$ cat src/rtl/core/argb_box_downsample_2x_assert.svh
// ----------------------------------------------------------------------------
// argb box downsample assertion macros
// concurrent checks with a synchronous active-high reset
// ----------------------------------------------------------------------------
`ifndef ARGB_BOX_DOWNSAMPLE_2X_ASSERT_SVH
`define ARGB_BOX_DOWNSAMPLE_2X_ASSERT_SVH

// consequent checked in the same cycle
`define ABD_ASSERT_NOW(label, clk, rst, ante, cons) \
  label: assert property (@(posedge clk) disable iff (rst) (ante) |-> (cons)) \
    else $error("abd assertion failed");

// consequent checked in the cycle after the antecedent
`define ABD_ASSERT_NEXT(label, clk, rst, ante, cons) \
  label: assert property (@(posedge clk) disable iff (rst) (ante) |=> (cons)) \
    else $error("abd assertion failed");

`endif

$ cat src/rtl/core/abd_pkg.sv
// ----------------------------------------------------------------------------
// abd_pkg
// shared types, constants and channel arithmetic for the 2x2 box downsampler
// ----------------------------------------------------------------------------
package abd_pkg;

  localparam int DIM_DEFAULT = 4096;
  localparam int NUM_CH      = 4;
  localparam int CH_W        = 8;
  localparam int SUM_W       = CH_W + 1;
  localparam int PIX_W       = NUM_CH * CH_W;
  localparam int PSUM_W      = NUM_CH * SUM_W;
  localparam int CFG_W       = 13;
  localparam int CFG_IDX_W   = 2;
  localparam int QUEUE_DEPTH = 4;

  localparam logic [CFG_IDX_W-1:0] REG_SRC_WIDTH  = CFG_IDX_W'(0);
  localparam logic [CFG_IDX_W-1:0] REG_SRC_HEIGHT = CFG_IDX_W'(1);

  // one unit of work for the back end
  typedef struct packed {
    logic              wr;        // store pair sums into the line memory
    logic              use_line;  // average with the stored pair sums
    logic              last;      // final output pixel of the frame
    logic [PSUM_W-1:0] hsum;
  } op_t;

  // per-channel sums of two pixels, four 9-bit fields
  function automatic logic [PSUM_W-1:0] pair_sum(logic [PIX_W-1:0] a,
                                                 logic [PIX_W-1:0] b);
    logic [PSUM_W-1:0] r;
    r = '0;
    for (int c = 0; c < NUM_CH; c++) begin
      r[c*SUM_W +: SUM_W] = {1'b0, a[c*CH_W +: CH_W]} + {1'b0, b[c*CH_W +: CH_W]};
    end
    return r;
  endfunction

  // adds two packed pair sums per channel, divides by four
  function automatic logic [PIX_W-1:0] quad_mean(logic [PSUM_W-1:0] p,
                                                 logic [PSUM_W-1:0] q);
    logic [PIX_W-1:0] r;
    logic [SUM_W:0]   s;
    r = '0;
    for (int c = 0; c < NUM_CH; c++) begin
      s = {1'b0, p[c*SUM_W +: SUM_W]} + {1'b0, q[c*SUM_W +: SUM_W]};
      r[c*CH_W +: CH_W] = s[CH_W+1:2];
    end
    return r;
  endfunction

endpackage

$ cat src/rtl/core/abd_front.sv
// ----------------------------------------------------------------------------
// abd_front
// holds the frame size, tracks position, pairs columns and issues back-end ops
// ----------------------------------------------------------------------------
module abd_front import abd_pkg::*; #(
  parameter int MAX_DIM = DIM_DEFAULT,
  parameter int IDX_W   = (MAX_DIM / 2 > 1) ? $clog2(MAX_DIM / 2) : 1
) (
  input  logic                      clk,
  input  logic                      rst,
  input  logic                      cfg_we,
  input  logic [CFG_IDX_W-1:0]      cfg_index,
  input  logic [CFG_W-1:0]          cfg_data,
  input  logic                      in_valid,
  output logic                      in_ready,
  input  logic [PIX_W-1:0]          src_pixel,
  output logic                      op_valid,
  input  logic                      op_ready,
  output logic [IDX_W-1:0]          op_idx,
  output op_t                       op
);

  localparam int LINE_DEPTH = (MAX_DIM / 2 > 0) ? MAX_DIM / 2 : 1;
  localparam int CNT_W      = (MAX_DIM > 1) ? $clog2(MAX_DIM) : 1;
  localparam int DIM_W      = $clog2(MAX_DIM + 1);

  logic [DIM_W-1:0] width_eff;
  logic [DIM_W-1:0] height_eff;
  logic [CNT_W-1:0] column_count;
  logic [CNT_W-1:0] row_count;
  logic [PIX_W-1:0] left_pixel;

  logic             take;
  logic             w_one, h_one;
  logic [CNT_W-1:0] x_last, y_last, ow_last, oh_last;
  logic [CNT_W-1:0] x_half, y_half;
  logic             x_end, y_end;
  logic             have_pair, in_range;

  assign w_one   = (width_eff == DIM_W'(1));
  assign h_one   = (height_eff == DIM_W'(1));
  assign x_last  = CNT_W'(width_eff - DIM_W'(1));
  assign y_last  = CNT_W'(height_eff - DIM_W'(1));
  assign ow_last = w_one ? '0 : CNT_W'((width_eff >> 1) - DIM_W'(1));
  assign oh_last = h_one ? '0 : CNT_W'((height_eff >> 1) - DIM_W'(1));
  assign x_half  = column_count >> 1;
  assign y_half  = row_count >> 1;
  assign x_end   = (column_count == x_last);
  assign y_end   = (row_count == y_last);

  assign in_ready  = op_ready;
  assign take      = in_valid && in_ready;
  assign have_pair = w_one || column_count[0];
  assign in_range  = (32'(x_half) < LINE_DEPTH);

  always_comb begin
    op.hsum     = w_one ? pair_sum(src_pixel, src_pixel) : pair_sum(left_pixel, src_pixel);
    op.last     = (x_half == ow_last) && (y_half == oh_last);
    op.wr       = 1'b0;
    op.use_line = 1'b0;
    op_valid    = 1'b0;
    op_idx      = IDX_W'(x_half & CNT_W'(LINE_DEPTH - 1));
    if (in_valid && have_pair && in_range) begin
      if (h_one) begin
        op_valid = 1'b1;
      end else if (!row_count[0]) begin
        // even row: keep pair sums unless this row is dropped
        op.wr    = 1'b1;
        op_valid = !y_end;
      end else begin
        op.use_line = 1'b1;
        op_valid    = 1'b1;
      end
    end
  end

  always_ff @(posedge clk) begin
    if (rst) begin
      width_eff    <= DIM_W'(1);
      height_eff   <= DIM_W'(1);
      column_count <= '0;
      row_count    <= '0;
    end else if (cfg_we && (cfg_index == REG_SRC_WIDTH || cfg_index == REG_SRC_HEIGHT)) begin
      column_count <= '0;
      row_count    <= '0;
      if (cfg_index == REG_SRC_WIDTH) begin
        if (cfg_data == '0) width_eff <= DIM_W'(1);
        else if (32'(cfg_data) > MAX_DIM) width_eff <= DIM_W'(MAX_DIM);
        else width_eff <= DIM_W'(cfg_data);
      end else begin
        if (cfg_data == '0) height_eff <= DIM_W'(1);
        else if (32'(cfg_data) > MAX_DIM) height_eff <= DIM_W'(MAX_DIM);
        else height_eff <= DIM_W'(cfg_data);
      end
    end else if (take) begin
      if (x_end) begin
        column_count <= '0;
        row_count    <= y_end ? '0 : row_count + CNT_W'(1);
      end else begin
        column_count <= column_count + CNT_W'(1);
      end
    end
  end

  always_ff @(posedge clk) begin
    if (take && !w_one && !column_count[0] && !x_end) begin
      left_pixel <= src_pixel;
    end
  end

endmodule

$ cat config.mk
export PLATFORM = sky130hd
export DESIGN_NAME = abd_front
export DESIGN_NICKNAME = d
export VERILOG_FILES = /design/src/rtl/core/argb_box_downsample_2x_assert.svh /design/src/rtl/core/abd_pkg.sv /design/src/rtl/core/abd_front.sv
export SDC_FILE = /design/constraint.sdc
export NUM_CORES = 1
export LEC_CHECK = 0
export ABC_AREA = 1
export ABC_CLOCK_PERIOD_IN_PS = 4900
export BUFFER_PORTS_ARGS = -buffer_cell sky130_fd_sc_hd__buf_2
export CAP_MARGIN = 20
export CORE_MARGIN = 5
export CORE_UTILIZATION = 60
export CTS_BUF_LIST = sky130_fd_sc_hd__clkbuf_4 sky130_fd_sc_hd__clkbuf_8
export CTS_CLUSTER_SIZE = 24
export DETAILED_ROUTE_END_ITERATION = 8
export GPL_TIMING_DRIVEN = 0
export PLACE_DENSITY = 0.91
export SLEW_MARGIN = 20
export SYNTH_ARGS = -nofsm -noshare
export SYNTH_HDL_FRONTEND = slang
export SYNTH_SLANG_ARGS = --single-unit
export TNS_END_PERCENT = 100
$ cat constraint.sdc
create_clock -name clk -period 4.9 [get_ports clk]
set_input_delay 0.98 -clock clk [delete_from_list [all_inputs] [get_ports clk]]
set_output_delay 0.98 -clock clk [all_outputs]
set_load 0.05 [all_outputs]
; Yosys cells after proc, flatten, opt, wreduce, memory -nomap -nowiden
; Cells that the tools add are included.
[op_classes]
add_sub_neg = 14
magnitude_cmp = 2
eq_ne = 7
muxes = 14
bitwise_logic = 1
n_reduce_logical = 20
[op_table]
columns = cell, count
row1 = adder 8 x 8 -> 9 bit, 8
row2 = 2-to-1 mux 12 bit, 4
row3 = "subtractor 12 x 1 -> 12 bit, second input constant", 4
row4 = 2-to-1 mux 36 bit, 1
row5 = "equality test 13 x 1 -> 1 bit, second input constant", 2
row6 = 2-to-1 mux 13 bit, 2
row7 = "adder 12 x 1 -> 12 bit, second input constant", 2
row8 = equality test 11 x 12 -> 1 bit, 2
row9 = equality test 12 bit, 2
row10 = "> comparator 13 bit, second input constant", 1
row11 = zero test 13 bit, 1
row12 = "< comparator 11 x 12 -> 1 bit, second input constant", 1
row13 = logical AND 1 bit, 8
row14 = AND reduction 2 bit, 3
row15 = 2-to-1 mux 1 bit, 5
row16 = zero test 1 bit, 4
row17 = 2-to-1 mux 2 bit, 2
row18 = "equality test 2 x 1 -> 1 bit, second input constant", 1
row19 = zero test 2 bit, 1
row20 = logical OR 1 bit, 2
row21 = OR reduction 2 bit, 1
row22 = NOT 1 bit, 1
[word_totals]
regBits = 82
input_bits = 52
output_inout_bits = 52
word_cells = 63

; Logic depth before layout (Yosys ltp)
[depth]
word_depth = 6
mapped_depth = 20
depth_no_buf = 18

; Worst setup path after synthesis
; OpenSTA, ideal clock, no wires.
[synth_timing]
kind = input port to flip-flop
start = input op_ready
end = register left_pixel[0] (enable)
setup_ps = 461
t_arrival_ps = 4018
t_required_ps = 4439
slack_ps = 421
cell_stages = 6
path_buffers = 2
path_cell_list = nand2_1 -> inv_1 -> buf_2 -> buf_1 -> nand2_1 -> nor3_1
[synth_via]
elab_chain_cells = 4
[synth_rtl]
columns = item, line_no
row1 = start: declaration, abd_front.sv:18  ; input logic op_ready,
row2 = logical AND 1 bit, abd_front.sv:52  ; assign take = in_valid && in_ready;
row3 = logical AND 1 bit (3 in a row), abd_front.sv:106  ; if (take && !w_one && !column_count[0] && !x_end) begin
row4 = end signal: assignment, abd_front.sv:107  ; left_pixel <= src_pixel;
row5 = end: declaration, abd_front.sv:31  ; logic [PIX_W-1:0] left_pixel;
; No other way between the ends.
; A chain may end at the register's enable or synchronous reset.

==> run_results.csv <==
group,metric,value,unit
yosys,synth.area.top_cells,"nand2_1, dfxtp_1, edfxtp_1",
cells_and_area,layout.nets,1243,
yosys,yosys_warnings,0,
sta,final-setup-viol-count,0,
worst_setup_path,end_kind,"output pin",
run_status,status,"finished clean",
worst_setup_path,crit_top_cell,"nand2_1",
yosys,avgSynthCellArea,6.67,sq um
detailed_routing,num_vias,7076,
yosys,synth-simple-area-share,35.8,%
worst_setup_path,critical_path_buf_inv_count,4,
placement,portBuffers,103,
floorplan,fp.dieH,117,microns
detailed_routing,wl_per_cell,14.0,microns
power,p_leak,4.01,nW
yosys,synth_top_family_by_area,"simple AND/OR/NAND/NOR gates",
yosys,async_flop_share,0,%
detailed_routing,ant_nets,0,
cts,tritoncts.num_buffers,9,
global_routing,grt_max_degree,20,
yosys,synth_xor_area_share,7.22,%
sta,timing.fmax,212,MHz
worst_setup_path,start_kind,"register",
worst_setup_path,crit_start,"width_eff[4]",
cells_and_area,n_antenna_cell,0,
worst_setup_path,worstPathArrival,3.73,ns
sta,relSlewSlack,41.5,%
worst_setup_path,crit_fanout,10,
yosys,yosys.area_share.adder,8.44,%
cts,cts_sinks,82,
sta,drv_slew,0,
global_routing,grt_pass1_vias,6559,
placement,place_congestion,0.963,
cts,clock_path_buffers,2,
detailed_routing,drc,0,
worst_setup_path,critical_path.cell_chain,"nor2_4, nand2_2, nor2_1, nand2_1, buf_2, clkinvlp_4, a21oi_1, inv_1, fa_1, o21ai_0, nand2_1, nand2_1, a21oi_1, o21ai_0, a21o_1, buf_2",
yosys,syn_nets,1127,
sta,rsz0062_at_grt,"true",
yosys,synth_top_area_share,17.2,%
detailed_routing,first_pass_iters,5,
yosys,synthCells,1031,
sta,hold_violations,0,
worst_setup_path,rr_startpoint,"width_eff[2]",
floorplan,die_w,117,microns
global_routing,grt_pass1_wl,29.3,mm
detailed_routing,vias_per_cell,5.46,
cts,clk_pin_slew,0.07,ns
power,cellPowerDensity,344,mW/mm^2
cts,cts_htree_levels,3,
floorplan,coreArea,0.0113,sq mm
worst_setup_path,path_delay_family,"compound AO/OA/AOI/OAI gates",
sta,skew,0.0165,ns
cts,post_cts_buffers,0,
cells_and_area,fin_util,69.2,%
floorplan,initial_utilization,60.8,%
yosys,yosys.area.top_type,"nand2_1",
cells_and_area,layout_commonest_cell,"nand2_1",
worst_setup_path,critPathRequiredTime,3.92,ns
worst_setup_path,critical_path_class,"register to output pin",
yosys,synth_edf_count,32,
worst_setup_path,path_depth,16,
cts,clockRootBuffer,"clkbuf_8",
yosys,synth_compound_area_share,9.71,%
cells_and_area,final_cell_mix,"nand2_1, inv_1, buf_2",
yosys,synth_cell_types,41,
floorplan,die_area,0.0137,sq mm
cts,clock_latency,0.38,ns
global_routing,overflow,0,
floorplan,num_rows,39,
cts,cts_tree,"done",
yosys,syn_area,0.00688,sq mm
sta,timing.setup.tns,0,ns
floorplan,top_level_ports,104,
worst_setup_path,cp_slowest_cell,"dfxtp_1",
cells_and_area,drive_gt1_share,17.6,%
yosys,muxShareOfSynthArea,0,%
power,ir_worst_vdd,0.309,mV
worst_hold_path,hold_path_class,"register to register",
yosys,ys_seq_area_share,28.5,%
yosys,ys.flop_type,"dfxtp_1",
worst_setup_path,r2r_end,"left_pixel[8]",
detailed_routing,drt_iter0_drc,585,
worst_setup_path,rrSetupSlack,1.70,ns
sta,fin_crit_sh,96.1,%
global_routing,grtUsageTotal,26.6,%
yosys,ys_ff_latch,82,
job,maxCapViolCount,0,
cells_and_area,syn_to_final_growth,13.9,%
placement,hpwl,14.1,mm
worst_setup_path,crit_end,"op[26]",
detailed_routing,routed_wl,18.2,mm
sta,tightestPinTransition,0.874,ns
worst_setup_path,cpPeakStageDelay,0.49,ns
worst_setup_path,r2r_cells,16,
global_routing,antenna_found_initial,0,
sta,layout_min_cycle_time,4.71,ns
cells in the mapped netlist, types with 9 or more instances:
cell type  count
buf_2         11
dfxtp_1       50
clkbuf_1      10
ha_1          40
xnor2_1       18
nand4_1       14
nor2_2         9
edfxtp_1      32
nor2_1       104
nand2_1      316
nand3_1       68
o21ai_0       54
xor2_1        35
inv_1        119
a21oi_1       56
buf_4         12
metal layers:
layer  routed length [microns]  track usage (%)
met4                       636             11.5
met1                      7860             34.9
met3                      1180             4.06
met5                         0                0
met2                      8520             43.5
worst min-delay path by stage:
stage / startpoint / end / slack [ns] / cells past startpoint
3_5_place_dp: height_eff[12] / height_eff[12] / 0.52 / 2
5_1_grt: height_eff[12] / height_eff[12] / 0.56 / 2
6_report: height_eff[12] / height_eff[12] / 0.53 / 2
4_1_cts: height_eff[12] / height_eff[12] / 0.53 / 2
3_3_place_gp: width_eff[12] / width_eff[12] / 0.49 / 2
2_1_floorplan: width_eff[12] / width_eff[12] / 0.47 / 2
metrics by stage:
| step | cell area (sq um) | total power, mW | cells | hold slack, ns | setup slack [ns] |
|---|---|---|---|---|---|
| floorplan | 6880 | 1.85 | 1031 | 0.471 | 0.421 |
| global placement | 7570 | 2.13 | 1277 | 0.494 | -0.950 |
| detailed placement | 7610 | 2.16 | 1280 | 0.516 | 0.261 |
| CTS | 7800 | 2.67 | 1295 | 0.527 | 0.0106 |
| global route | 7840 | 2.86 | 1295 | 0.556 | -0.0261 |
| finish | 7840 | 2.69 | 1295 | 0.531 | 0.194 |
cells by family (layout without fill, tap and decap cells):
group / Yosys count / count (layout)
flops: 82 / 82
compound gates: 126 / 126
buf+inv: 166 / 287
xor+xnor: 55 / 55
fa+ha+maj: 44 / 44
simple gates: 558 / 558
sequential cells by signal, summed over array words and instances (netlist names):
| name | flops |
|---|---|
| row_count | 12 |
| column_count | 12 |
| left_pixel | 32 |
| height_eff | 13 |
| width_eff | 13 |
power by group:
group	internal, mW	total (mW)	switching (mW)
Clock	0.247	0.514	0.267
Combinational	0.398	1.42	1.02
Sequential	0.742	0.764	0.0224
Total	1.39	2.69	1.31
cell type report:
type / count / area (sq um)
clock inverter: 5 / 55.1
fill: 971 / 3480
timing repair buffer: 106 / 553
buffer: 37 / 236
inverter: 128 / 484
sequential: 82 / 1960
clock buffer: 11 / 139
multi-input combinational: 783 / 4230
tap: 143 / 179
worst reg2reg max path, stage by stage, from the launching register on:
cell     delay [ns]
dfxtp_1        0.39
inv_1          0.15
ha_1           0.24
inv_1          0.09
nor2_2         0.12
nand2_2        0.12
nor2_4         0.15
nand2_1        0.07
nand2_1        0.06
nand2_1        0.09
inv_1          0.08
nor2_1         0.04
nand3_1        0.17
nand2_1        0.13
nor3_2         0.58
buf_6          0.24
buf_4          0.21
repair_timing:
action / 4_1_cts / 5_1_grt
setup endpoints to repair: 4 / 12
hold buffers: 0 / 0
gates cloned: 0 / 0
gates resized for setup: 2 / 18
(Power assumes the default switching activity.)
