**src/rtl/core/argb_box_downsample_2x_assert.svh**
```systemverilog
// ----------------------------------------------------------------------------
// argb box downsample assertion macros
// concurrent checks with a synchronous active-high reset
// ----------------------------------------------------------------------------
`ifndef ARGB_BOX_DOWNSAMPLE_2X_ASSERT_SVH
`define ARGB_BOX_DOWNSAMPLE_2X_ASSERT_SVH

// consequent checked in the same cycle
`define ABD_ASSERT_NOW(label, clk, rst, ante, cons) \
  label: assert property (@(posedge clk) disable iff (rst) (ante) |-> (cons)) \
    else $error("abd assertion failed");

// consequent checked in the cycle after the antecedent
`define ABD_ASSERT_NEXT(label, clk, rst, ante, cons) \
  label: assert property (@(posedge clk) disable iff (rst) (ante) |=> (cons)) \
    else $error("abd assertion failed");

`endif

```
**src/rtl/core/abd_pkg.sv**
```systemverilog
// ----------------------------------------------------------------------------
// abd_pkg
// shared types, constants and channel arithmetic for the 2x2 box downsampler
// ----------------------------------------------------------------------------
package abd_pkg;

  localparam int DIM_DEFAULT = 4096;
  localparam int NUM_CH      = 4;
  localparam int CH_W        = 8;
  localparam int SUM_W       = CH_W + 1;
  localparam int PIX_W       = NUM_CH * CH_W;
  localparam int PSUM_W      = NUM_CH * SUM_W;
  localparam int CFG_W       = 13;
  localparam int CFG_IDX_W   = 2;
  localparam int QUEUE_DEPTH = 4;

  localparam logic [CFG_IDX_W-1:0] REG_SRC_WIDTH  = CFG_IDX_W'(0);
  localparam logic [CFG_IDX_W-1:0] REG_SRC_HEIGHT = CFG_IDX_W'(1);

  // one unit of work for the back end
  typedef struct packed {
    logic              wr;        // store pair sums into the line memory
    logic              use_line;  // average with the stored pair sums
    logic              last;      // final output pixel of the frame
    logic [PSUM_W-1:0] hsum;
  } op_t;

  // per-channel sums of two pixels, four 9-bit fields
  function automatic logic [PSUM_W-1:0] pair_sum(logic [PIX_W-1:0] a,
                                                 logic [PIX_W-1:0] b);
    logic [PSUM_W-1:0] r;
    r = '0;
    for (int c = 0; c < NUM_CH; c++) begin
      r[c*SUM_W +: SUM_W] = {1'b0, a[c*CH_W +: CH_W]} + {1'b0, b[c*CH_W +: CH_W]};
    end
    return r;
  endfunction

  // adds two packed pair sums per channel, divides by four
  function automatic logic [PIX_W-1:0] quad_mean(logic [PSUM_W-1:0] p,
                                                 logic [PSUM_W-1:0] q);
    logic [PIX_W-1:0] r;
    logic [SUM_W:0]   s;
    r = '0;
    for (int c = 0; c < NUM_CH; c++) begin
      s = {1'b0, p[c*SUM_W +: SUM_W]} + {1'b0, q[c*SUM_W +: SUM_W]};
      r[c*CH_W +: CH_W] = s[CH_W+1:2];
    end
    return r;
  endfunction

endpackage

```
**src/rtl/core/abd_queue.sv**
```systemverilog
// ----------------------------------------------------------------------------
// abd_queue
// small first-in first-out buffer between the front end and the back end
// ----------------------------------------------------------------------------
module abd_queue import abd_pkg::*; #(
  parameter int WIDTH = PSUM_W,
  parameter int DEPTH = QUEUE_DEPTH
) (
  input  logic             clk,
  input  logic             rst,
  input  logic             push_valid,
  output logic             push_ready,
  input  logic [WIDTH-1:0] push_data,
  output logic             pop_valid,
  input  logic             pop_ready,
  output logic [WIDTH-1:0] pop_data
);

  `include "argb_box_downsample_2x_assert.svh"

  localparam int PTR_W = (DEPTH > 1) ? $clog2(DEPTH) : 1;

  logic [WIDTH-1:0] entries [DEPTH];
  logic [PTR_W-1:0] wptr, rptr;
  logic [PTR_W:0]   count;
  logic             push, pop;

  assign push_ready = (count != (PTR_W+1)'(DEPTH));
  assign pop_valid  = (count != '0);
  assign push       = push_valid && push_ready;
  assign pop        = pop_valid && pop_ready;
  assign pop_data   = entries[rptr];

  always_ff @(posedge clk) begin
    if (rst) begin
      wptr  <= '0;
      rptr  <= '0;
      count <= '0;
    end else begin
      if (push) wptr <= (wptr == PTR_W'(DEPTH - 1)) ? '0 : wptr + PTR_W'(1);
      if (pop)  rptr <= (rptr == PTR_W'(DEPTH - 1)) ? '0 : rptr + PTR_W'(1);
      if (push && !pop) count <= count + (PTR_W+1)'(1);
      else if (pop && !push) count <= count - (PTR_W+1)'(1);
    end
  end

  always_ff @(posedge clk) begin
    if (push) entries[wptr] <= push_data;
  end

  `ABD_ASSERT_NOW(a_count_bound, clk, rst, 1'b1, count <= (PTR_W+1)'(DEPTH))
  `ABD_ASSERT_NOW(a_empty_ptrs, clk, rst, count == '0, wptr == rptr)
  `ABD_ASSERT_NEXT(a_push_fills, clk, rst, push && !pop, count != '0)

endmodule

```
**config.mk**
```make
export PLATFORM = sky130hd
export DESIGN_NAME = abd_queue
export DESIGN_NICKNAME = d
export VERILOG_FILES = /design/src/rtl/core/abd_pkg.sv /design/src/rtl/core/abd_queue.sv
export VERILOG_INCLUDE_DIRS = /design/src /design/src/rtl/core
export SDC_FILE = /design/constraint.sdc
export NUM_CORES = 1
export LEC_CHECK = 0
export ABC_AREA = 1
export BUFFER_PORTS_ARGS = -buffer_cell sky130_fd_sc_hd__buf_2
export CORE_ASPECT_RATIO = 0.8
export CORE_UTILIZATION = 50
export DETAILED_ROUTE_END_ITERATION = 8
export GPL_TIMING_DRIVEN = 0
export PLACE_DENSITY = 0.83
export SLEW_MARGIN = 20
export SYNTH_ARGS = -nofsm -noshare
export SYNTH_HDL_FRONTEND = slang
export SYNTH_SLANG_ARGS = --single-unit
```
**constraint.sdc**
```tcl
create_clock -name clk -period 2.3 [get_ports clk]
set_input_delay 0.115 -clock clk [delete_from_list [all_inputs] [get_ports clk]]
set_output_delay 0.115 -clock clk [all_outputs]
set_load 0.01 [all_outputs]
```
**Word level (Yosys, flattened, before mapping)**

Memories as Yosys holds them, arrays and structs flattened. A register that Yosys moved wholly into a read port is not among the register bits.
Cells that the tools add are included.

- Bits of input ports: 40
- Output and inout bits: 38
- Register bits: 7
- Logic and storage cells: 27
- Bits in writable memories: 144
- Memories kept: 1

- Muxes and demuxes: 8
- Reduce and logical (&&, ||, !) cells: 8
- Eq/ne operators: 3
- $add $sub $neg: 4

Memory list:

| memory | words | width | read ports | clocked after Yosys merged registers in | write ports | RTL line | RTL |
|---|---|---|---|---|---|---|---|
| entries | 4 | 36 | 1 | 1 | 1 | abd_queue.sv:23 | `logic [WIDTH-1:0] entries [DEPTH];` |

Operators by type and width:

| kind | count |
|---|---|
| 2-bit two-way mux | 4 |
| 3-bit two-way mux | 2 |
| 2-bit by 1-bit adder with 2-bit output (second input constant) | 2 |
| 2-bit == test (second input constant) | 2 |
| 1-bit logical AND | 4 |
| 3-bit by 1-bit adder with 3-bit output (second input constant) | 1 |
| 3-bit inequality test (second input constant) | 1 |
| 3-bit nonzero test | 1 |
| 3-bit by 1-bit subtractor with 3-bit output (second input constant) | 1 |
| 1-bit zero test | 2 |
| 1-bit two-way mux | 2 |
| 2-bit nonzero test | 1 |

**Longest topological paths before layout**

Gate-level depths: netlist of run 1.

- Word-level depth: 6
- Gate-level depth with buffers: 13
- Gate-level depth less buffers: 13

**Worst setup path after synthesis of run 1**

Ideal clock, no wire load.

- Path kind: reg-to-reg
- Start: register count[0]
- End: memory entries[3][0] (netlist bit) (enable)
- Setup slack: -0.311 ns
- Cell stages (with the launch flop): 5
- Required time: 1.871 ns
- Data arrival time: 2.182 ns
- Cells stage by stage: dfxtp_1 -> nor2_2 -> nand2_2 -> nand2_2 -> nor2_1

- Word-level cells in the longest chain between the ends: 4

Ends and longest elaborated chain:

| item | RTL line | RTL |
|---|---|---|
| from (decl) | abd_queue.sv:25 | `logic [PTR_W:0] count;` |
| from (signal assigned) | abd_queue.sv:42 | `if (push && !pop) count <= count + (PTR_W+1)'(1);` |
| from (signal assigned) | abd_queue.sv:43 | `else if (pop && !push) count <= count - (PTR_W+1)'(1);` |
| 3-bit inequality test | abd_queue.sv:28 | `assign push_ready = (count != (PTR_W+1)'(DEPTH));` |
| net push_ready | abd_queue.sv:12 | `output logic push_ready,` |
| 1-bit logical AND | abd_queue.sv:30 | `assign push = push_valid && push_ready;` |
| 1-bit two-way mux | abd_queue.sv:48 | `if (push) entries[wptr] <= push_data;` |
| 1-bit two-way mux (not written as such) | abd_queue.sv:48 |  |
| to (decl) | abd_queue.sv:23 |  |

The timed path passes the listed nets, and every way through them passes these cells.

**Worst setup path after layout of run 1**

- Start: register count[1]
- End: register count[1]

- Word-level cells in the longest chain between the ends: 5
- Elaborated cells between the ends (all ways): 13

Ends and longest elaborated chain:

| item | RTL line | RTL |
|---|---|---|
| 3-bit inequality test * | abd_queue.sv:28 |  |
| 1-bit logical AND * | abd_queue.sv:30 |  |
| net push | abd_queue.sv:26 | `logic push, pop;` |
| 1-bit zero test | abd_queue.sv:43 |  |
| 1-bit logical AND | abd_queue.sv:43 |  |
| 2-bit nonzero test (no line) | -- |  |

Mark *: on every way through the listed nets, which the timed path passes. The rest lies on a longest branch. The select of a mux whose other input is x is not followed.
A chain may end at the register's enable or synchronous reset.

==> metrics.txt, run 1 <==
clk buf depth 2; Worst Path Class, Setup flop to flop; Core ar. 11,150 um2; post-synthesis mux area share 0; commonest cells after routing, fill and taps aside edfxtp_1, nor2_1, buf_2; Leak Pwr 2.794 nW; fmax 511.6 MHz; sequential share of the synthesized area 0.7689; final weighted congestion in routability-driven placement 0.7239; post-synthesis adder-cell area fraction 0.01623; final setup vio count 0; # DRC 0; Worst Skew 0.01091 ns; FF+latch count, synth 153; Via density 5.456; placed wire-length estimate 7.740 mm; worst relative slew slack 0.5132; Final Hold Fails 0; input/output buffers 77; worst IR drop on VDD 0.0006579 V; fin crit share 0.8498; final WL 12.84 mm; Die Wd 123.0 um; unrepaired setup endpoints after global routing no; critical path required time 2.61 ns; row count 34; Synth cell types 23; Pre-antenna DRT Iters 5; vias post-DR 3,890; clock slew at reported path FFs 0.06 ns; Pwr Density 1181 nW/um2; synthesized-area fraction occupied by and/or/nand/nor cells 0.07176; fin nets 603; initial core utilization 0.5256; max-cap viol count 0; global-route wire length before repair 19.40 mm; crit-path max FO 7; syn_nets 464; initial antenna violation count 0; Post-CTS Setup Bufs 0; clk sink count 153; CP endpoint kind flop; TritonCTS buffer count 17; max-slew violations 0; chip height 98.82 um; largest net degree at the start of global routing 25; HP Class input pin to flop; Worst setup SP type flop; CTS tree built; fin cells 713; ANT cells 0; cts repair resizes 0; fraction of layout cells with a size suffix above 1 0.2478; I/O Pins 78; commonest non-fill, non-tap cell in the layout edfxtp_1; post-synthesis compound-gate area fraction 0.1025; H-tree depth 4; outcome finished, final reports clean; XOR/XNOR share of the synthesized area 0.001495; Die ar. 12,160 um2; Area Overhead vs Synth 28.94%; DR iter-0 viols 382; CTS Hold Buffers Added 38; Ys Warns 0; vias in the first global route 3,837; Root Buffer clkbuf_16; slew of the pin with the lowest slew margin 0.7284 ns; GRT Total Usage 0.2240; worst skew pair latency 0.41 ns; grt total ovfl 0; WL/cell 18.01 um; Detail Route Antenna Nets 0; Critical Path AT 2.26 ns; Post-Synthesis Cells 417; Final min period 1.955 ns; Syn Area/Cell 14.05 um2; Syn Std Cell Area 5858 um2; Cell Count Post-Placement 643; largest family of logic cells by synthesized area compound AO/OA/AOI/OAI gates; Power Total 0.008924 W
-- cell usage after synthesis --
library cell,number,area (um2)
dfxtp_1,9,180.2
ha_1,6,75.07
o21ai_0,35,175.2
nand4_1,1,6.260
nand3b_1,2,15.01
inv_6,1,8.760
clkbuf_4,2,15.01
buf_6,4,45.04
xor2_1,1,8.760
o21ai_1,38,190.2
clkinv_2,1,5.000
nor2_1,88,330.3
nand2_2,2,12.51
a21oi_1,2,10.01
o22ai_1,36,225.2
inv_1,14,52.55
nand3_1,1,5.000
buf_4,9,67.56
fa_1,1,20.02
nor2_2,1,6.260
buf_2,7,35.03
nand2_1,12,45.04
edfxtp_1,144,4324
-- report_power, final --
part | internal, W | leakage (nW) | switching [W]
registers | 0.00340 | 1.39 | 0.000105
clock network | 0.00181 | 0.296 | 0.00105
logic | 0.000959 | 1.10 | 0.00160
total | 0.00617 | 2.79 | 0.00276
-- layout make-up --
| cell class | instances | area, um2 |
|---|---|---|
| repair buffers | 120 | 875.8 |
| plain buffers | 22 | 162.7 |
| inverters | 16 | 66.31 |
| multi-input cells | 226 | 1155 |
| flip-flops and latches | 153 | 4504 |
| well taps | 144 | 180.2 |
| fillers | 772 | 3592 |
| clock inverters | 13 | 176.4 |
| clock buffers | 19 | 432.9 |
-- per-stage QoR --
stage	hold slack [ns]	area [um2]	setup WS, ns	setup TNS, ns	util
after global routing	0.01457	7553	0.1744	0	0.6777
after detailed placement	0.2918	6564	0.3536	0	0.5889
after CTS	0.01408	7553	0.3402	0	0.6777
after global placement	0.2886	6424	-1.379	-194.89	0.5763
after floorplan	0.1874	5858	-0.3108	-44.75	-
final	0.01944	7553	0.3454	0	0.6777
-- worst max-delay path, stage by stage, from the launching register on --
cell	delay [ns]
dfxtp_1	0.34
nor2_2	0.15
nand2_2	0.09
nand2_2	0.22
inv_1	0.08
ha_1	0.22
inv_1	0.09
fa_1	0.41
o21ai_0	0.17
nor2_1	0.06
-- kinds of logic after synthesis --
group / after synthesis
AO/OA/AOI/OAI: 111
XOR/XNOR: 1
adder cells (fa/ha/maj): 7
flip-flops: 153
AND/OR/NAND/NOR: 107
buffers and inverters: 38
-- layer usage --
layer  track usage  part of all wire
met3       0.07292             0.062
met4       0.06951            0.0097
met2        0.3747              0.52
met1        0.2772              0.41
met5             0                 0
-- flip-flops by register name, indices dropped and copies added, names as in the netlist, named ones only --
register,flops
entries,144
count,3
rptr,2
wptr,2
-- final timing paths --
kind,start,end,slack [ns],cells after the start
hold / removal,pop_ready,rptr[1],0.02,4
setup reg to reg,count[1],count[1],0.35,9
hold reg to reg,count[1],count[1],0.53,2
setup / recovery,count[1],count[1],0.35,9
No activity file was read; power rests on OpenSTA's default activity.
==> run 2, diff against run 1 <==
- ABC_AREA: 1 -> 0
- PLACE_DENSITY: 0.83 -> 0.81
- clock period: 2.3 -> 1.9 ns (I/O delays scaled with it)
==> run 2 against run 1 <==
The flow now finishes with violations (setup timing). Register-to-register slack got worse by 0.40 ns. Via count fell by 28%. Setup slack got worse by 0.40 ns. Wire length shrank 24%. Largest cell class unchanged. Largest power group unchanged. Highest routed layer unchanged.
==> metrics.txt, run 2 <==
post-synthesis compound-gate area fraction 0.006186 (-0.09633); XOR/XNOR share of the synthesized area 0.003093 (+0.001598); DR iter-0 viols 196 (-49%); crit-path max cell delay 0.35 ns (-0.06 ns); Synth top area share 0.7636 (+0.02544); final setup vio count 1 (+1); I/O Pins 78 (unchanged); met2 Usage GRT 0.2892 (-0.08545); Pre-antenna DRT Iters 4 (-1); worst relative slew slack 0.3479 (-0.1653); Final Hold Fails 0 (unchanged); Core ar. 10,930 um2 (-1.9%); WL/cell 18.17 um (+0.89%); crit-path max FO 7 (unchanged); max-slew violations 0 (unchanged); Detail Route Antenna Nets 0 (unchanged); ys async rst share 0 (unchanged); Leak Pwr 2.574 nW (-7.9%); syn_nets 283 (-39%); start point of the critical path count[2]; clock slew at reported path FFs 0.06 ns (about the same); row count 34 (unchanged); Pwr Density 1293 nW/um2 (+9.4%); Root Buffer clkbuf_16; Final min period 1.953 ns (-0.001592 ns); commonest non-fill, non-tap cell in the layout edfxtp_1; Slowest-stage cell, CP dfxtp_4; vias post-DR 2,782 (-28%); initial antenna violation count 0 (unchanged); Main synth FF type edfxtp_1; final WL 9.738 mm (-24%); fraction of layout cells with a size suffix above 1 0.4515 (+0.2037); worst IR drop on VDD 0.0008128 V (+24%); ANT cells 0 (unchanged); Setup TNS Final -0.05302 ns (-0.05302 ns); Post-Synthesis Cells 236 (-43%); GRT Total Usage 0.1830 (-0.04101); top flop regs entries (144), count (3); GRT busiest layer met2; critical path required time 2.24 ns (-0.37 ns); Via density 5.190 (-4.9%); fmax 512.0 MHz (about the same); max-cap viol count 0 (unchanged); Buf+Inv Stages, Crit Path 1 (-1); Crit path max-delay family simple AND/OR/NAND/NOR gates; synthesized-area fraction occupied by and/or/nand/nor cells 0.01878 (-0.05298); initial core utilization 0.5180 (-0.007627); M3 GR Usage 0.05458 (-0.01834); CP endpoint kind flop; final weighted congestion in routability-driven placement 0.6360 (-12%); global-route wire length before repair 15.34 mm (-21%); largest reg by FF count entries; FF+latch count, synth 153 (unchanged); Setup WS post-layout -0.05302 ns (-0.3984 ns); fin crit share 1.028 (+0.1781); clk buf depth 2 (unchanged); clk sink count 153 (unchanged); vias in the first global route 2,942 (-23%); placed wire-length estimate 5.432 mm (-30%); Syn Area/Cell 24.00 um2 (+71%); largest net degree at the start of global routing 37 (+48%); chip height 97.19 um (-1.6%); Worst setup SP type flop; Worst Skew 0.004282 ns (-0.006626 ns); worst hold path startpoint rst; failing checks setup timing; Worst Path Class, Setup flop to flop; Syn Std Cell Area 5663 um2 (-3.3%); slew of the pin with the lowest slew margin 0.9781 ns (+0.2497 ns); Post-synth EDFFs 144 (unchanged); met1 Usage GRT 0.2433 (-0.03386); max reg flops 144 (unchanged); Post-synth top cells edfxtp_1, mux4_2, dfxtp_1; commonest cells after routing, fill and taps aside edfxtp_1, buf_2, dlygate4sd3_1; worst skew pair latency 0.41 ns (about the same); TritonCTS buffer count 17 (unchanged); HP Class input pin to flop; worst hold margin 0.05475 ns (+0.03530 ns); input/output buffers 76 (-1.3%); crit-path cells or3b_4 -> and2_4 -> ha_4 -> inv_2 -> fa_2 -> xor2_2 -> or3_4 -> a21oi_2; largest family of logic cells by synthesized area multiplexers; post-synthesis adder-cell area fraction 0.01679 (+0.0005595); post-synthesis mux area share 0.1485 (+0.1485); CTS tree built; fin nets 426 (-29%); Synth cell types 27 (+17%); Ys Warns 0 (unchanged); most common cell in the netlist edfxtp_1; sequential share of the synthesized area 0.7954 (+0.02650); Critical Path AT 2.29 ns (+0.03 ns); Die ar. 11,760 um2 (-3.3%); H-tree depth 4 (unchanged); outcome complete, but fails checks; unrepaired setup endpoints after global routing yes; # DRC 0 (unchanged); RR Startpoint count[2]; grt total ovfl 0 (unchanged); leading area contributor after synthesis edfxtp_1; Die Wd 121.0 um (-1.7%); Area Overhead vs Synth 30.36%; largest cells by area after synthesis edfxtp_1, mux4_2, dfxtp_1, ha_1, mux2i_1
==> run 2: report_power, final <==
part	switching, W	internal, W	total, W
Clock	0.00124	0.00179	0.00303
Combinational	0.00106	0.00121	0.00227
Sequential	0.000117	0.00412	0.00424
Total	0.00242	0.00712	0.00954
==> run 2: kinds of logic (layout without fill, tap and decap cells) <==
| family | Yosys count | in the layout |
|---|---|---|
| flops | 153 | 153 |
| simple gates | 17 | 17 |
| xor+xnor | 2 | 2 |
| mux | 39 | 39 |
| buf+inv | 13 | 169 |
| compound gates | 5 | 5 |
| fa+ha+maj | 7 | 7 |
==> run 2: final cells by class <==
| type | count | area [um2] |
|---|---|---|
| plain buffers | 9 | 111.4 |
| clock buffers | 20 | 436.7 |
| clock inverters | 12 | 102.6 |
| fillers | 715 | 3551 |
| inverters | 3 | 11.26 |
| multi-input cells | 70 | 1141 |
| flip-flops and latches | 153 | 4517 |
| well taps | 144 | 180.2 |
| repair buffers | 125 | 882.1 |
==> run 2: worst reg2reg max path: cells and delay by family, from the launching register on <==
family	cells	cell delay [ns]
adder cells (fa/ha/maj)	2	0.48
flip-flops	1	0.35
buffers and inverters	1	0.04
AO/OA/AOI/OAI	1	0.11
AND/OR/NAND/NOR	3	0.75
XOR/XNOR	1	0.15
==> run 2: per-stage QoR <==
step	cells	power (W)	cell area [um2]	utilization	setup WS, ns
after global routing	536	0.009955	7382	0.6752	-0.1085
after CTS	529	0.009510	7287	0.6665	-0.05851
after global placement	456	0.006198	6274	0.5738	-0.1193
after floorplan	236	0.005587	5713	-	-0.08002
after detailed placement	456	0.006250	6274	0.5738	-0.1417
final	536	0.009542	7382	0.6752	-0.05302
==> run 2: worst paths after layout <==
| check | to | slack [ns] | depth (start not counted) |
|---|---|---|---|
| worst min register to register | flop | 0.50 | 2 |
| worst max register to register | count[2] | -0.05 | 8 |
| worst min-delay path | count[0] | 0.05 | 2 |
| worst max-delay path | count[2] | -0.05 | 8 |
==> run 2: per-layer routing <==
| metal | share of wire | routed length, um |
|---|---|---|
| met2 | 0.49 | 4807 |
| met3 | 0.044 | 432 |
| met5 | 0 | 0 |
| met1 | 0.45 | 4406 |
| met4 | 0.0096 | 93 |
==> run 2: what timing repair did <==
action,CTS,global route
cloned,0,2
pin swaps,2,3
endpoints found under the setup margin,176,156
setup buffers,5,5
hold buffers,37,0
hold endpoints to repair,145,0
resized for setup,24,1
==> run 3, diff against run 2 <==
- RECOVER_POWER: unset -> 100
- TNS_END_PERCENT: unset -> 1
==> run 3 against run 2 <==
Worst hold slack better by 0.0033 ns. Critical endpoint unchanged. The run still ends with setup timing left. Fmax down 0.16%. Sequential share of layout area increased by 1.3 points. Utilization is 1.4 points lower. Register-to-register slack about the same. Total power shrank 1.8%. Final cell count decreased by 1.5%. Global-route usage is 0.092 points lower. Flip-flop and latch count is the same. Combinational power shrank 8%. Design area decreased by 2.1%. Wire length down 1.8%.
==> metrics.txt, run 3 (synthesis gave the netlist of run 2 again) <==
grt total ovfl 0 (unchanged); fraction of layout cells with a size suffix above 1 0.3281 (-0.1234); metal3 WL 528 um (+22%); top routing layer in use met4; placed wire-length estimate 5.432 mm (unchanged); Worst setup SP type flop; Worst R2R End count[2]; met2 wire length 4.822 mm (+0.31%); Final min period 1.956 ns (+0.003036 ns); ANT cells 0 (unchanged); Pre-antenna DRT Iters 5 (+1); final weighted congestion in routability-driven placement 0.6360 (unchanged); global-route wire length before repair 15.26 mm (-0.50%); Sequential Area 4516 um2 (about the same); Area Overhead vs Synth 27.62%; final WL 9.562 mm (-1.8%); crit-path max FO 7 (unchanged); reg2reg setup slack -0.06 ns (about the same); routed length on met1 4.144 mm (-5.9%); crit-path max cell delay 0.35 ns (about the same); CP endpoint kind flop; Leak Pwr 2.406 nW (-6.5%); commonest cells after routing, fill and taps aside edfxtp_1, clkbuf_1, dlygate4sd3_1; Detail Route Antenna Nets 0 (unchanged); DR iter-0 viols 197 (+0.51%); r2r worst-path depth 8 (unchanged); max-slew violations 0 (unchanged); Core ar. 10,930 um2 (unchanged); largest reg by FF count entries; Critical Path AT 2.29 ns (about the same); slew of the pin with the lowest slew margin 0.9729 ns (-0.005160 ns); Die Wd 121.0 um (unchanged); unrepaired setup endpoints after global routing yes; final setup vio count 1 (unchanged); worst skew pair latency 0.41 ns (about the same); Setup WS post-layout -0.05606 ns (-0.003036 ns); clock slew at reported path FFs 0.06 ns (about the same); failing checks setup timing; worst hold path startpoint rst; Worst Skew 0.004022 ns (-0.0002602 ns); max-cap viol count 0 (unchanged); Root Buffer clkbuf_16; outcome complete, but fails checks; Pwr Density 1296 nW/um2 (+0.27%); H-tree depth 4 (unchanged); Cell Count Post-Placement 456 (unchanged); Slowest-stage cell, CP dfxtp_4; Crit path max-delay family simple AND/OR/NAND/NOR gates; max reg flops 144 (unchanged); clk sink count 153 (unchanged); Final Hold Fails 0 (unchanged); TritonCTS buffer count 17 (unchanged); Worst Path Class, Setup flop to flop; initial antenna violation count 0 (unchanged); worst hold path depth 2 (unchanged); worst IR drop on VDD 0.0007610 V (-6.4%); fin nets 418 (-1.9%); Via density 5.222 (+0.60%); WL/cell 18.11 um (-0.32%); vias in the first global route 2,921 (-0.71%); GRT Total Usage 0.1821 (-0.0009158); chip height 97.19 um (unchanged); Fillers 742 (+3.8%); vias post-DR 2,757 (-0.90%); input/output buffers 76 (unchanged); fin cells 528 (-1.5%); clk buf depth 2 (unchanged); CTS tree built; largest net degree at the start of global routing 37 (unchanged); # DRC 0 (unchanged); row count 34 (unchanged); Buf+Inv Stages, Crit Path 1 (unchanged); crit-path cells or3b_4 -> and2_4 -> ha_4 -> inv_2 -> fa_2 -> xor2_1 -> or3_4 -> a21oi_2; commonest non-fill, non-tap cell in the layout edfxtp_1; RR Startpoint count[2]; fin crit share 1.030 (+0.001598); Worst Hold End count[0]; worst relative slew slack 0.3514 (+0.003440); critical path required time 2.23 ns (about the same); top flop regs entries (144), count (3); I/O Pins 78 (unchanged); fmax 511.2 MHz (-0.16%); multi-input combinational cell area 1134 um2 (-0.66%); Critical Path Stages 8 (unchanged); HP Class input pin to flop; post-layout utilization of the core 0.6610 (-0.01419); initial core utilization 0.5180 (unchanged); Die ar. 11,760 um2 (unchanged)
run 3: metrics by stage:
step                      TNS (ns)  hold WS (ns)  total power (W)  worst slack [ns]  area, um2
final                     -0.05606       0.05809         0.009367          -0.05606       7227
after global routing        -9.383       0.06960         0.009779           -0.1247       7227
after CTS                  -0.6292       0.04591         0.009467          -0.05851       7263
after detailed placement    -3.337        0.3138         0.006250           -0.1417       6274
after global placement      -3.054        0.3062         0.006198           -0.1193       6274
after floorplan            -0.1257        0.1939         0.005587          -0.08002       5713
run 3: what timing repair did:
item	in CTS	in global routing
hold endpoints to repair	145	0
hold buffers	37	0
buffers inserted	4	0
gates cloned	0	0
resized for setup	20	4
pin swaps	1	1
setup endpoints to repair	176	176
run 3: worst reg2reg max path, delay by kind of cell (launching register included):
kind | cells | cell delay, ns
xor gates and xnor gates | 1 | 0.15
adders and majority gates | 2 | 0.48
AOI/OAI and AO/OA | 1 | 0.11
buffers and inverters | 1 | 0.04
DFF | 1 | 0.35
and+or+nand+nor | 3 | 0.75
run 3: power by group:
part / switching (W) / internal, W
sequential: 0.000123 / 0.00412
clock: 0.00124 / 0.00179
combinational: 0.00102 / 0.00107
run 3: worst max-delay path by stage:
stage	start	to	slack [ns]
after floorplan	count[0]	count[2]	-0.08
after global placement	count[0]	count[2]	-0.12
after detailed placement	count[0]	count[2]	-0.14
after CTS	count[2]	count[2]	-0.06
after global routing	count[2]	count[2]	-0.12
final	count[2]	count[2]	-0.06
run 3: cell type report:
type                    instances  area share
inverters                       3    0.001558
flip-flops and latches        153      0.6248
multi-input cells              70      0.1569
clock inverters                12     0.01420
plain buffers                   9     0.01541
repair buffers                117      0.1018
well taps                     144     0.02493
clock buffers                  20     0.06042
run 3: metal layers:
| metal | vias to the layer above | global-route usage |
|---|---|---|
| li1 | 1263 | - |
| met4 | 0 | 0.06363 |
| met1 | 1404 | 0.2429 |
| met2 | 83 | 0.2866 |
| met3 | 7 | 0.05458 |
| met5 | - | 0 |
